## src/hdl/patstore_pkg.sv

```systemverilog
// Shared constants and operation codes for the parent array tree store.
`default_nettype none

package patstore_pkg;

  localparam int unsigned MaxNodesDef  = 64;
  localparam int unsigned LabelBitsDef = 16;

  typedef enum logic [3:0] {
    OP_ROOT    = 4'd0,
    OP_ADD     = 4'd1,
    OP_DELETE  = 4'd2,
    OP_GETROOT = 4'd3,
    OP_PARENT  = 4'd4,
    OP_CHILD   = 4'd5,
    OP_SIBLING = 4'd6,
    OP_RELABEL = 4'd7,
    OP_COUNT   = 4'd8
  } opcode_e;

  localparam logic [1:0] STAT_OK   = 2'd0;
  localparam logic [1:0] STAT_MISS = 2'd1;
  localparam logic [1:0] STAT_FULL = 2'd2;

endpackage

`default_nettype wire

```

## src/hdl/patstore_ram.sv

```systemverilog
// Generic single-write, single-read RAM with a registered read port.
`default_nettype none

module patstore_ram #(
  parameter int unsigned WIDTH = 16,
  parameter int unsigned DEPTH = 64
) (
  input  wire logic                     clk_i,
  input  wire logic                     we_i,
  input  wire logic [$clog2(DEPTH)-1:0] waddr_i,
  input  wire logic [WIDTH-1:0]         wdata_i,
  input  wire logic [$clog2(DEPTH)-1:0] raddr_i,
  output      logic [WIDTH-1:0]         rdata_o
);

  logic [WIDTH-1:0] mem_q [DEPTH];
  logic [WIDTH-1:0] rdata_q;

  always_ff @(posedge clk_i) begin
    if (we_i) begin
      mem_q[waddr_i] <= wdata_i;
    end
    rdata_q <= mem_q[raddr_i];
  end

  assign rdata_o = rdata_q;

endmodule

`default_nettype wire

```

## src/hdl/parent_array_tree_store.sv

```systemverilog
// Top level of the parent array tree store: sequencer around label and link memories.
//
// An ordered tree is kept as a parent array of up to MAX_NODES entries. Each
// item on the slave stream carries one operation: put root, add child, delete,
// get root, parent, leftmost child, right sibling, relabel or count. Each item
// gives exactly one result item on the master stream with a status, a label
// and the node count after the operation.
// Only one item is worked on at a time. Label lookups walk the label memory
// one entry per cycle for add child, relabel, delete, parent and right
// sibling; parent and right sibling then read the link memory and the label
// of the parent. Delete compacts the store one entry per cycle after
// its lookup. Leftmost child and right sibling walk the link memory and then
// the label memory through a two-stage pipeline, one entry per cycle. Each
// memory has a single read port.
// Reset empties the store at once; no clearing pass is needed.
// The result sits in an output register, so a stalled receiver does not hold
// up the next item: it is accepted and worked on, and only its result waits
// until the previous one has been taken.
`default_nettype none

module parent_array_tree_store
  import patstore_pkg::*;
#(
  parameter int unsigned MAX_NODES  = MaxNodesDef,
  parameter int unsigned LABEL_BITS = LabelBitsDef
) (
  input  wire logic        clk_i,
  input  wire logic        rst_ni,
  input  wire logic        s_axis_tvalid,
  output      logic        s_axis_tready,
  // key_label [15:0], value_label [31:16]
  input  wire logic [31:0] s_axis_tdata,
  // opcode [3:0]
  input  wire logic [3:0]  s_axis_tuser,
  output      logic        m_axis_tvalid,
  input  wire logic        m_axis_tready,
  // result_label [15:0], node_count [22:16], zero [23]
  output      logic [23:0] m_axis_tdata,
  // status [1:0]
  output      logic [1:0]  m_axis_tuser
);

  localparam int unsigned IW = $clog2(MAX_NODES);
  localparam int unsigned CW = $clog2(MAX_NODES + 1);
  localparam int unsigned LW = LABEL_BITS;

  typedef logic [LW-1:0] label_t;
  typedef struct packed {
    logic          hp;
    logic [IW-1:0] par;
  } link_t;

  typedef enum logic [3:0] {
    S_IDLE,
    S_DECODE,
    S_FIND,
    S_SHIFT,
    S_LINK_RD,
    S_PAR_RD,
    S_SCAN,
    S_RD_LABEL,
    S_RESP
  } state_e;

  state_e        state_q, state_d;
  logic [3:0]    op_q, op_d;
  label_t        key_q, key_d;
  label_t        val_q, val_d;
  label_t        target_q, target_d;
  logic [CW-1:0] count_q, count_d;
  logic [CW-1:0] idx_q, idx_d;
  logic [IW-1:0] k_q, k_d;
  logic          s1_vld_q, s1_vld_d;
  logic [IW-1:0] s1_idx_q, s1_idx_d;
  logic          s2_vld_q, s2_vld_d;
  logic [IW-1:0] s2_idx_q, s2_idx_d;
  logic          s2_hp_q, s2_hp_d;
  logic [1:0]    status_q, status_d;
  label_t        res_q, res_d;
  logic          out_valid_q, out_valid_d;
  logic [1:0]    out_status_q, out_status_d;
  logic [15:0]   out_res_q, out_res_d;
  logic [6:0]    out_count_q, out_count_d;

  logic          label_we;
  logic [IW-1:0] label_waddr;
  label_t        label_wdata;
  logic [IW-1:0] label_raddr;
  label_t        label_rdata;
  logic          link_we;
  logic [IW-1:0] link_waddr;
  link_t         link_wdata;
  logic [IW-1:0] link_raddr;
  link_t         link_rdata;
  link_t         link_renum;
  logic          s_accept;
  logic          full;
  logic          s1_last;
  logic          s2_last;

  patstore_ram #(
    .WIDTH(LW),
    .DEPTH(MAX_NODES)
  ) u_label_ram (
    .clk_i  (clk_i),
    .we_i   (label_we),
    .waddr_i(label_waddr),
    .wdata_i(label_wdata),
    .raddr_i(label_raddr),
    .rdata_o(label_rdata)
  );

  patstore_ram #(
    .WIDTH(IW + 1),
    .DEPTH(MAX_NODES)
  ) u_link_ram (
    .clk_i  (clk_i),
    .we_i   (link_we),
    .waddr_i(link_waddr),
    .wdata_i(link_wdata),
    .raddr_i(link_raddr),
    .rdata_o(link_rdata)
  );

  assign s_axis_tready = (state_q == S_IDLE);
  assign s_accept      = s_axis_tvalid & s_axis_tready;
  assign full          = (count_q >= CW'(MAX_NODES));
  assign s1_last       = (CW'(s1_idx_q) == count_q - CW'(1));
  assign s2_last       = (CW'(s2_idx_q) == count_q - CW'(1));

  always_comb begin
    link_renum = link_rdata;
    if (link_rdata.hp) begin
      if (link_rdata.par == k_q) begin
        link_renum.hp = 1'b0;
      end else if (link_rdata.par > k_q) begin
        link_renum.par = link_rdata.par - IW'(1);
      end
    end
  end

  always_comb begin
    state_d      = state_q;
    op_d         = op_q;
    key_d        = key_q;
    val_d        = val_q;
    target_d     = target_q;
    count_d      = count_q;
    idx_d        = idx_q;
    k_d          = k_q;
    s1_vld_d     = 1'b0;
    s1_idx_d     = s1_idx_q;
    s2_vld_d     = 1'b0;
    s2_idx_d     = s2_idx_q;
    s2_hp_d      = s2_hp_q;
    status_d     = status_q;
    res_d        = res_q;
    out_valid_d  = out_valid_q & ~m_axis_tready;
    out_status_d = out_status_q;
    out_res_d    = out_res_q;
    out_count_d  = out_count_q;
    label_we     = 1'b0;
    label_waddr  = count_q[IW-1:0];
    label_wdata  = val_q;
    label_raddr  = idx_q[IW-1:0];
    link_we      = 1'b0;
    link_waddr   = count_q[IW-1:0];
    link_wdata   = '0;
    link_raddr   = idx_q[IW-1:0];

    case (state_q)
      S_IDLE: begin
        if (s_accept) begin
          op_d    = s_axis_tuser;
          key_d   = LW'($signed(s_axis_tdata[15:0]));
          val_d   = LW'($signed(s_axis_tdata[31:16]));
          state_d = S_DECODE;
        end
      end

      S_DECODE: begin
        status_d = STAT_OK;
        res_d    = '0;
        idx_d    = '0;
        state_d  = S_RESP;
        case (op_q)
          OP_ROOT: begin
            if (full) begin
              status_d = STAT_FULL;
            end else begin
              label_we = 1'b1;
              link_we  = 1'b1;
              count_d  = count_q + CW'(1);
            end
          end
          OP_ADD, OP_DELETE, OP_PARENT, OP_SIBLING, OP_RELABEL: begin
            if (op_q == OP_ADD && full) begin
              status_d = STAT_FULL;
            end else if (count_q == '0) begin
              status_d = STAT_MISS;
            end else begin
              state_d = S_FIND;
            end
          end
          OP_GETROOT: begin
            if (count_q == '0) begin
              status_d = STAT_MISS;
            end else begin
              label_raddr = '0;
              state_d     = S_RD_LABEL;
            end
          end
          OP_CHILD: begin
            target_d = key_q;
            if (count_q == '0) begin
              status_d = STAT_MISS;
            end else begin
              state_d = S_SCAN;
            end
          end
          OP_COUNT: begin
            status_d = STAT_OK;
          end
          default: begin
            status_d = STAT_MISS;
          end
        endcase
      end

      S_FIND: begin
        if (idx_q < count_q) begin
          label_raddr = idx_q[IW-1:0];
          idx_d       = idx_q + CW'(1);
          s1_vld_d    = 1'b1;
          s1_idx_d    = idx_q[IW-1:0];
        end
        if (s1_vld_q && label_rdata == key_q) begin
          k_d      = s1_idx_q;
          s1_vld_d = 1'b0;
          state_d  = S_RESP;
          case (op_q)
            OP_ADD: begin
              label_we        = 1'b1;
              link_we         = 1'b1;
              link_wdata.hp   = 1'b1;
              link_wdata.par  = s1_idx_q;
              count_d         = count_q + CW'(1);
            end
            OP_RELABEL: begin
              label_we    = 1'b1;
              label_waddr = s1_idx_q;
            end
            OP_DELETE: begin
              if (s1_last) begin
                count_d = count_q - CW'(1);
              end else begin
                idx_d   = CW'(s1_idx_q) + CW'(1);
                state_d = S_SHIFT;
              end
            end
            OP_PARENT, OP_SIBLING: begin
              link_raddr = s1_idx_q;
              state_d    = S_LINK_RD;
            end
            default: begin
              status_d = STAT_MISS;
            end
          endcase
        end else if (s1_vld_q && s1_last) begin
          status_d = STAT_MISS;
          s1_vld_d = 1'b0;
          state_d  = S_RESP;
        end
      end

      S_SHIFT: begin
        if (idx_q < count_q) begin
          label_raddr = idx_q[IW-1:0];
          link_raddr  = idx_q[IW-1:0];
          idx_d       = idx_q + CW'(1);
          s1_vld_d    = 1'b1;
          s1_idx_d    = idx_q[IW-1:0];
        end
        if (s1_vld_q) begin
          label_we    = 1'b1;
          label_waddr = s1_idx_q - IW'(1);
          label_wdata = label_rdata;
          link_we     = 1'b1;
          link_waddr  = s1_idx_q - IW'(1);
          link_wdata  = link_renum;
          if (s1_last) begin
            count_d  = count_q - CW'(1);
            s1_vld_d = 1'b0;
            state_d  = S_RESP;
          end
        end
      end

      S_LINK_RD: begin
        if (!link_rdata.hp) begin
          status_d = STAT_MISS;
          state_d  = S_RESP;
        end else begin
          label_raddr = link_rdata.par;
          state_d     = S_PAR_RD;
        end
      end

      S_PAR_RD: begin
        if (op_q == OP_PARENT) begin
          res_d   = label_rdata;
          state_d = S_RESP;
        end else begin
          target_d = label_rdata;
          if (CW'(k_q) + CW'(1) >= count_q) begin
            status_d = STAT_MISS;
            state_d  = S_RESP;
          end else begin
            idx_d   = CW'(k_q) + CW'(1);
            state_d = S_SCAN;
          end
        end
      end

      S_SCAN: begin
        if (idx_q < count_q) begin
          link_raddr = idx_q[IW-1:0];
          idx_d      = idx_q + CW'(1);
          s1_vld_d   = 1'b1;
          s1_idx_d   = idx_q[IW-1:0];
        end
        if (s1_vld_q) begin
          label_raddr = link_rdata.par;
          s2_vld_d    = 1'b1;
          s2_idx_d    = s1_idx_q;
          s2_hp_d     = link_rdata.hp;
        end
        if (s2_vld_q) begin
          if (s2_hp_q && label_rdata == target_q) begin
            label_raddr = s2_idx_q;
            s1_vld_d    = 1'b0;
            s2_vld_d    = 1'b0;
            state_d     = S_RD_LABEL;
          end else if (s2_last) begin
            status_d = STAT_MISS;
            s1_vld_d = 1'b0;
            s2_vld_d = 1'b0;
            state_d  = S_RESP;
          end
        end
      end

      S_RD_LABEL: begin
        res_d    = label_rdata;
        status_d = STAT_OK;
        state_d  = S_RESP;
      end

      S_RESP: begin
        if (!out_valid_q || m_axis_tready) begin
          out_valid_d  = 1'b1;
          out_status_d = status_q;
          out_res_d    = 16'(res_q);
          out_count_d  = 7'(count_q);
          state_d      = S_IDLE;
        end
      end

      default: begin
        state_d = S_IDLE;
      end
    endcase
  end

  always_ff @(posedge clk_i or negedge rst_ni) begin
    if (!rst_ni) begin
      state_q      <= S_IDLE;
      op_q         <= '0;
      key_q        <= '0;
      val_q        <= '0;
      target_q     <= '0;
      count_q      <= '0;
      idx_q        <= '0;
      k_q          <= '0;
      s1_vld_q     <= 1'b0;
      s1_idx_q     <= '0;
      s2_vld_q     <= 1'b0;
      s2_idx_q     <= '0;
      s2_hp_q      <= 1'b0;
      status_q     <= STAT_OK;
      res_q        <= '0;
      out_valid_q  <= 1'b0;
      out_status_q <= STAT_OK;
      out_res_q    <= '0;
      out_count_q  <= '0;
    end else begin
      state_q      <= state_d;
      op_q         <= op_d;
      key_q        <= key_d;
      val_q        <= val_d;
      target_q     <= target_d;
      count_q      <= count_d;
      idx_q        <= idx_d;
      k_q          <= k_d;
      s1_vld_q     <= s1_vld_d;
      s1_idx_q     <= s1_idx_d;
      s2_vld_q     <= s2_vld_d;
      s2_idx_q     <= s2_idx_d;
      s2_hp_q      <= s2_hp_d;
      status_q     <= status_d;
      res_q        <= res_d;
      out_valid_q  <= out_valid_d;
      out_status_q <= out_status_d;
      out_res_q    <= out_res_d;
      out_count_q  <= out_count_d;
    end
  end

  assign m_axis_tvalid = out_valid_q;
  assign m_axis_tdata  = {1'b0, out_count_q, out_res_q};
  assign m_axis_tuser  = out_status_q;

endmodule

`default_nettype wire
```

## config.mk

```make
export PLATFORM = sky130hd
export DESIGN_NAME = parent_array_tree_store
export DESIGN_NICKNAME = d
export VERILOG_FILES = /design/src/hdl/patstore_pkg.sv /design/src/hdl/patstore_ram.sv /design/src/hdl/parent_array_tree_store.sv
export SDC_FILE = /design/constraint.sdc
export NUM_CORES = 2
export LEC_CHECK = 0
export BUFFER_PORTS_ARGS = -buffer_cell sky130_fd_sc_hd__buf_2
export CAP_MARGIN = 5
export CORE_UTILIZATION = 40
export DETAILED_ROUTE_END_ITERATION = 10
export SYNTH_ARGS = -nofsm -noshare
export SYNTH_HDL_FRONTEND = slang
export SYNTH_SLANG_ARGS = --single-unit
```

## constraint.sdc

```tcl
create_clock -name clk_i -period 8.4 [get_ports clk_i]
set_input_delay 0.42 -clock clk_i [delete_from_list [all_inputs] [get_ports clk_i]]
set_output_delay 0.42 -clock clk_i [all_outputs]
set_load 0.01 [all_outputs]
```

==> impl_metrics.csv <==
group,metric,value,unit
run_status,status,"finished with violations",
run_status,failed_checks,"DRC",
place,dp_hpwl,114000,µm
detailed_routing,drtIter0Drc,5193,
critical_path,rr_endpoint,"u_label_ram.rdata_o[10]$_DFF_P_",
yosys,ys_seq_area_share,72.0,%
detailed_routing,vias,42700,
critical_path,worst_setup_path_end_kind,"flip-flop",
floorplanning,start_util,40.4,%
critical_path,cp_slowest_stage_delay,990,ps
yosys,syn_inst,5087,
floorplanning,rows,149,
yosys,syn_avg_cell_area,13.1,µm²
timing,hold_viol,0,
timing,period_share,74.6,%
yosys,ys_ff_latch,1630,
critical_path,crit_family,"simple AND/OR/NAND/NOR gates",
detailed_routing,routedWlPerCell,25.1,µm
place,io_buffers,66,
pwr,p_leak,27.2,nW
critical_path,crit_top_cell,"buf_4",
critical_path,rr_worst_depth,13,
timing,drv_slew,0,
pwr,power,22.1,mW
pwr,power_density,293,nW/µm²
place,post-place-cells,7190,
place,place_congestion,0.900,
flow_run,cap_violations,0,
floorplanning,fp.dieW,410,µm
critical_path,path_cells,"nor2b_1, nand2_1, nor2_1, o21ai_0, nand3_4, buf_4, buf_4, nand3_2, buf_4, a21oi_1, a2111oi_0, a32o_1, a221oi_1",
timing,max_slew_margin,10.4,%
worst_hold_path,min_path_type,"input pin to async pin",
global_routing,grt_pass1_vias,40400,
finish,mostFrequentLayoutCells,"edfxtp_1 (1472), nand2_1 (1297), nand3_1 (312)",
detailed_routing,viasPerCell,5.66,
floorplanning,io_pins,68,
clock_network,numCtsBuffers,170,
critical_path,crit_slowest_cell,"a221oi_1",
critical_path,crit_buf_inv,3,
clock_network,cts_max_level,4,
yosys,synth_edf_count,1472,
timing,fin_crit,6270,ps
clock_network,post_cts_resized,0,
yosys,syn_area,66700,µm²
timing,tightest_slew,1340,ps
pwr,ir_drop,0.000233,V
timing,clock_skew,94.9,ps
floorplanning,die_area,168000,µm²
timing,finalSetupViolations,0,
timing,max_clock_freq,159,MHz
yosys,ys_warn_count,0,
yosys,synthArstFlopShare,8.28,%
global_routing,grt_start_max_net_pins,161,
floorplanning,core-area,165000,µm²
detailed_routing,routed_wl,189000,µm
detailed_routing,antenna_left,0,
clock_network,clock_sinks,1630,
clock_network,root_buffer,"clkbuf_16",
global_routing,grt_use_total,22.1,%
detailed_routing,dr.pass1.iters,11,
critical_path,critPathRequiredTime,9020,ps
finish,stdcell_count,7538,
critical_path,cp_max_fo,42,
yosys,yosys.cell_types.count,80,
global_routing,grt_pass1_wl,277000,µm
clock_network,clkLatencyLatePin,830,ps
finish,final_nets,5278,
floorplanning,die_h,410,µm
critical_path,cp.depth,13,
clock_network,clk_path_buf_depth,3,
finish,syn2layout_area_growth,13.5,%
clock_network,cts_tree,"built",
finish,layout_commonest_cell,"edfxtp_1",
critical_path,cp-start-kind,"flip-flop",
yosys,postSynthNetCount,5154,
timing,tns,0,ps
critical_path,r2r_setup_slack,2130,ps
global_routing,overflow,0,
detailed_routing,remaining_drc_errors,16,
finish,final_layout_size_suffix_gt1_share,10.8,%
yosys,yosys_most_used_dff,"edfxtp_1",
global_routing,antenna_found_initial,9,
clock_network,clk_pin_slew,60,ps
critical_path,crit_arrival,6890,ps
timing,rsz0062_at_grt,"no",
critical_path,reg2reg_from,"state_q[2]$_DFFE_PN0P_",
critical_path,critPathKind,"flip-flop to flip-flop",
## sequential cells by signal, summed over array words and instances, names as in the netlist, 2 cells and up
register / flops
count_q: 7
key_q: 16
m_axis_tuser: 2
res_q: 16
val_q: 16
out_count_q: 7
u_link_ram.rdata_o: 7
idx_q: 7
status_q: 2
target_q: 16
out_res_q: 16
s1_idx_q: 6
u_label_ram.rdata_o: 16
u_label_ram.mem_q: 1024
state_q: 4
s2_idx_q: 6
u_link_ram.mem_q: 448
k_q: 6
op_q: 4
## synth_stat cells (22+ instances only)
cell	number	share of area [%]
xnor2_1	41	0.54
a311oi_1	32	0.42
nand4_1	93	0.87
a32o_1	24	0.36
inv_1	24	0.14
dfrtp_1	135	5.1
ha_1	27	0.51
o22ai_1	39	0.37
a31oi_1	80	0.75
o21ai_0	100	0.75
nor3_1	49	0.37
nand2_1	1298	7.3
a21oi_1	207	1.6
edfxtp_1	1472	66
xor2_1	33	0.43
nor4_1	57	0.53
mux2i_1	187	2.8
buf_4	23	0.26
nor2_1	182	1.0
a2111oi_0	22	0.29
mux2_2	80	1.4
and3_1	49	0.46
buf_2	127	0.95
dfxtp_1	23	0.69
nand3_1	315	2.4
clkbuf_1	132	0.74
## through the flow
stage	setup slack, ps	hold slack [ps]	utilization (%)	cell area [µm²]
finish	2130	150	45.8	75700
global route	1910	170	45.8	75700
CTS	2240	105	45.8	75700
detailed placement	2210	441	42.2	69800
global placement	2230	438	42.2	69700
floorplan	3240	124	-	66700
## layer usage
metal | routed length (µm) | part of all wire, % | track usage (%) | vias up
li1 | - | - | - | 19100
met1 | 80100 | 42 | 31.3 | 21500
met2 | 88400 | 47 | 34.9 | 1849
met3 | 15100 | 8.0 | 3.46 | 289
met4 | 5510 | 2.9 | 6.94 | 4
met5 | 30 | 0.016 | 0 | -
## power breakdown
| part | switching [mW] | leakage [nW] | internal (mW) |
|---|---|---|---|
| registers | 0.415 | 16.2 | 9.83 |
| clock network | 3.22 | 2.67 | 4.21 |
| logic | 3.30 | 8.33 | 1.17 |
## how the worst max path moves through the flow
stage,from,to
floorplan,state_q[1]$_DFFE_PN0P_,u_link_ram.mem_q[0][1]$_DFFE_PP_
global placement,state_q[2]$_DFFE_PN0P_,u_label_ram.rdata_o[10]$_DFF_P_
detailed placement,state_q[2]$_DFFE_PN0P_,u_label_ram.rdata_o[10]$_DFF_P_
CTS,state_q[2]$_DFFE_PN0P_,u_label_ram.rdata_o[10]$_DFF_P_
global route,u_label_ram.rdata_o[14]$_DFF_P_,u_label_ram.rdata_o[10]$_DFF_P_
finish,state_q[2]$_DFFE_PN0P_,u_label_ram.rdata_o[10]$_DFF_P_
## final cells by class
class | count | area, µm²
fillers | 14600 | 89500
well taps | 2189 | 2740
inverters | 27 | 101
diodes | 3 | 7.51
repair buffers | 249 | 1890
clock inverters | 88 | 1060
multi-input cells | 3133 | 17400
clock buffers | 219 | 4490
flip-flops and latches | 1630 | 48000
## logic make-up after synthesis
family                     Yosys count  synth area share [%]
and+or+nand+nor                   2114                  13.7
adders and majority gates           27                 0.506
xor gates and xnor gates            74                 0.972
other                                1               0.00562
DFF                               1630                  72.0
AOI/OAI and AO/OA                  649                  6.40
muxes                              268                  4.18
buffers and inverters              324                  2.25
## what timing repair did
action | in CTS | in global routing
hold buffers | 38 | 0
endpoints found under the hold margin | 98 | 0
setup buffers | 0 | 0
No activity file was read; power rests on OpenSTA's default activity.
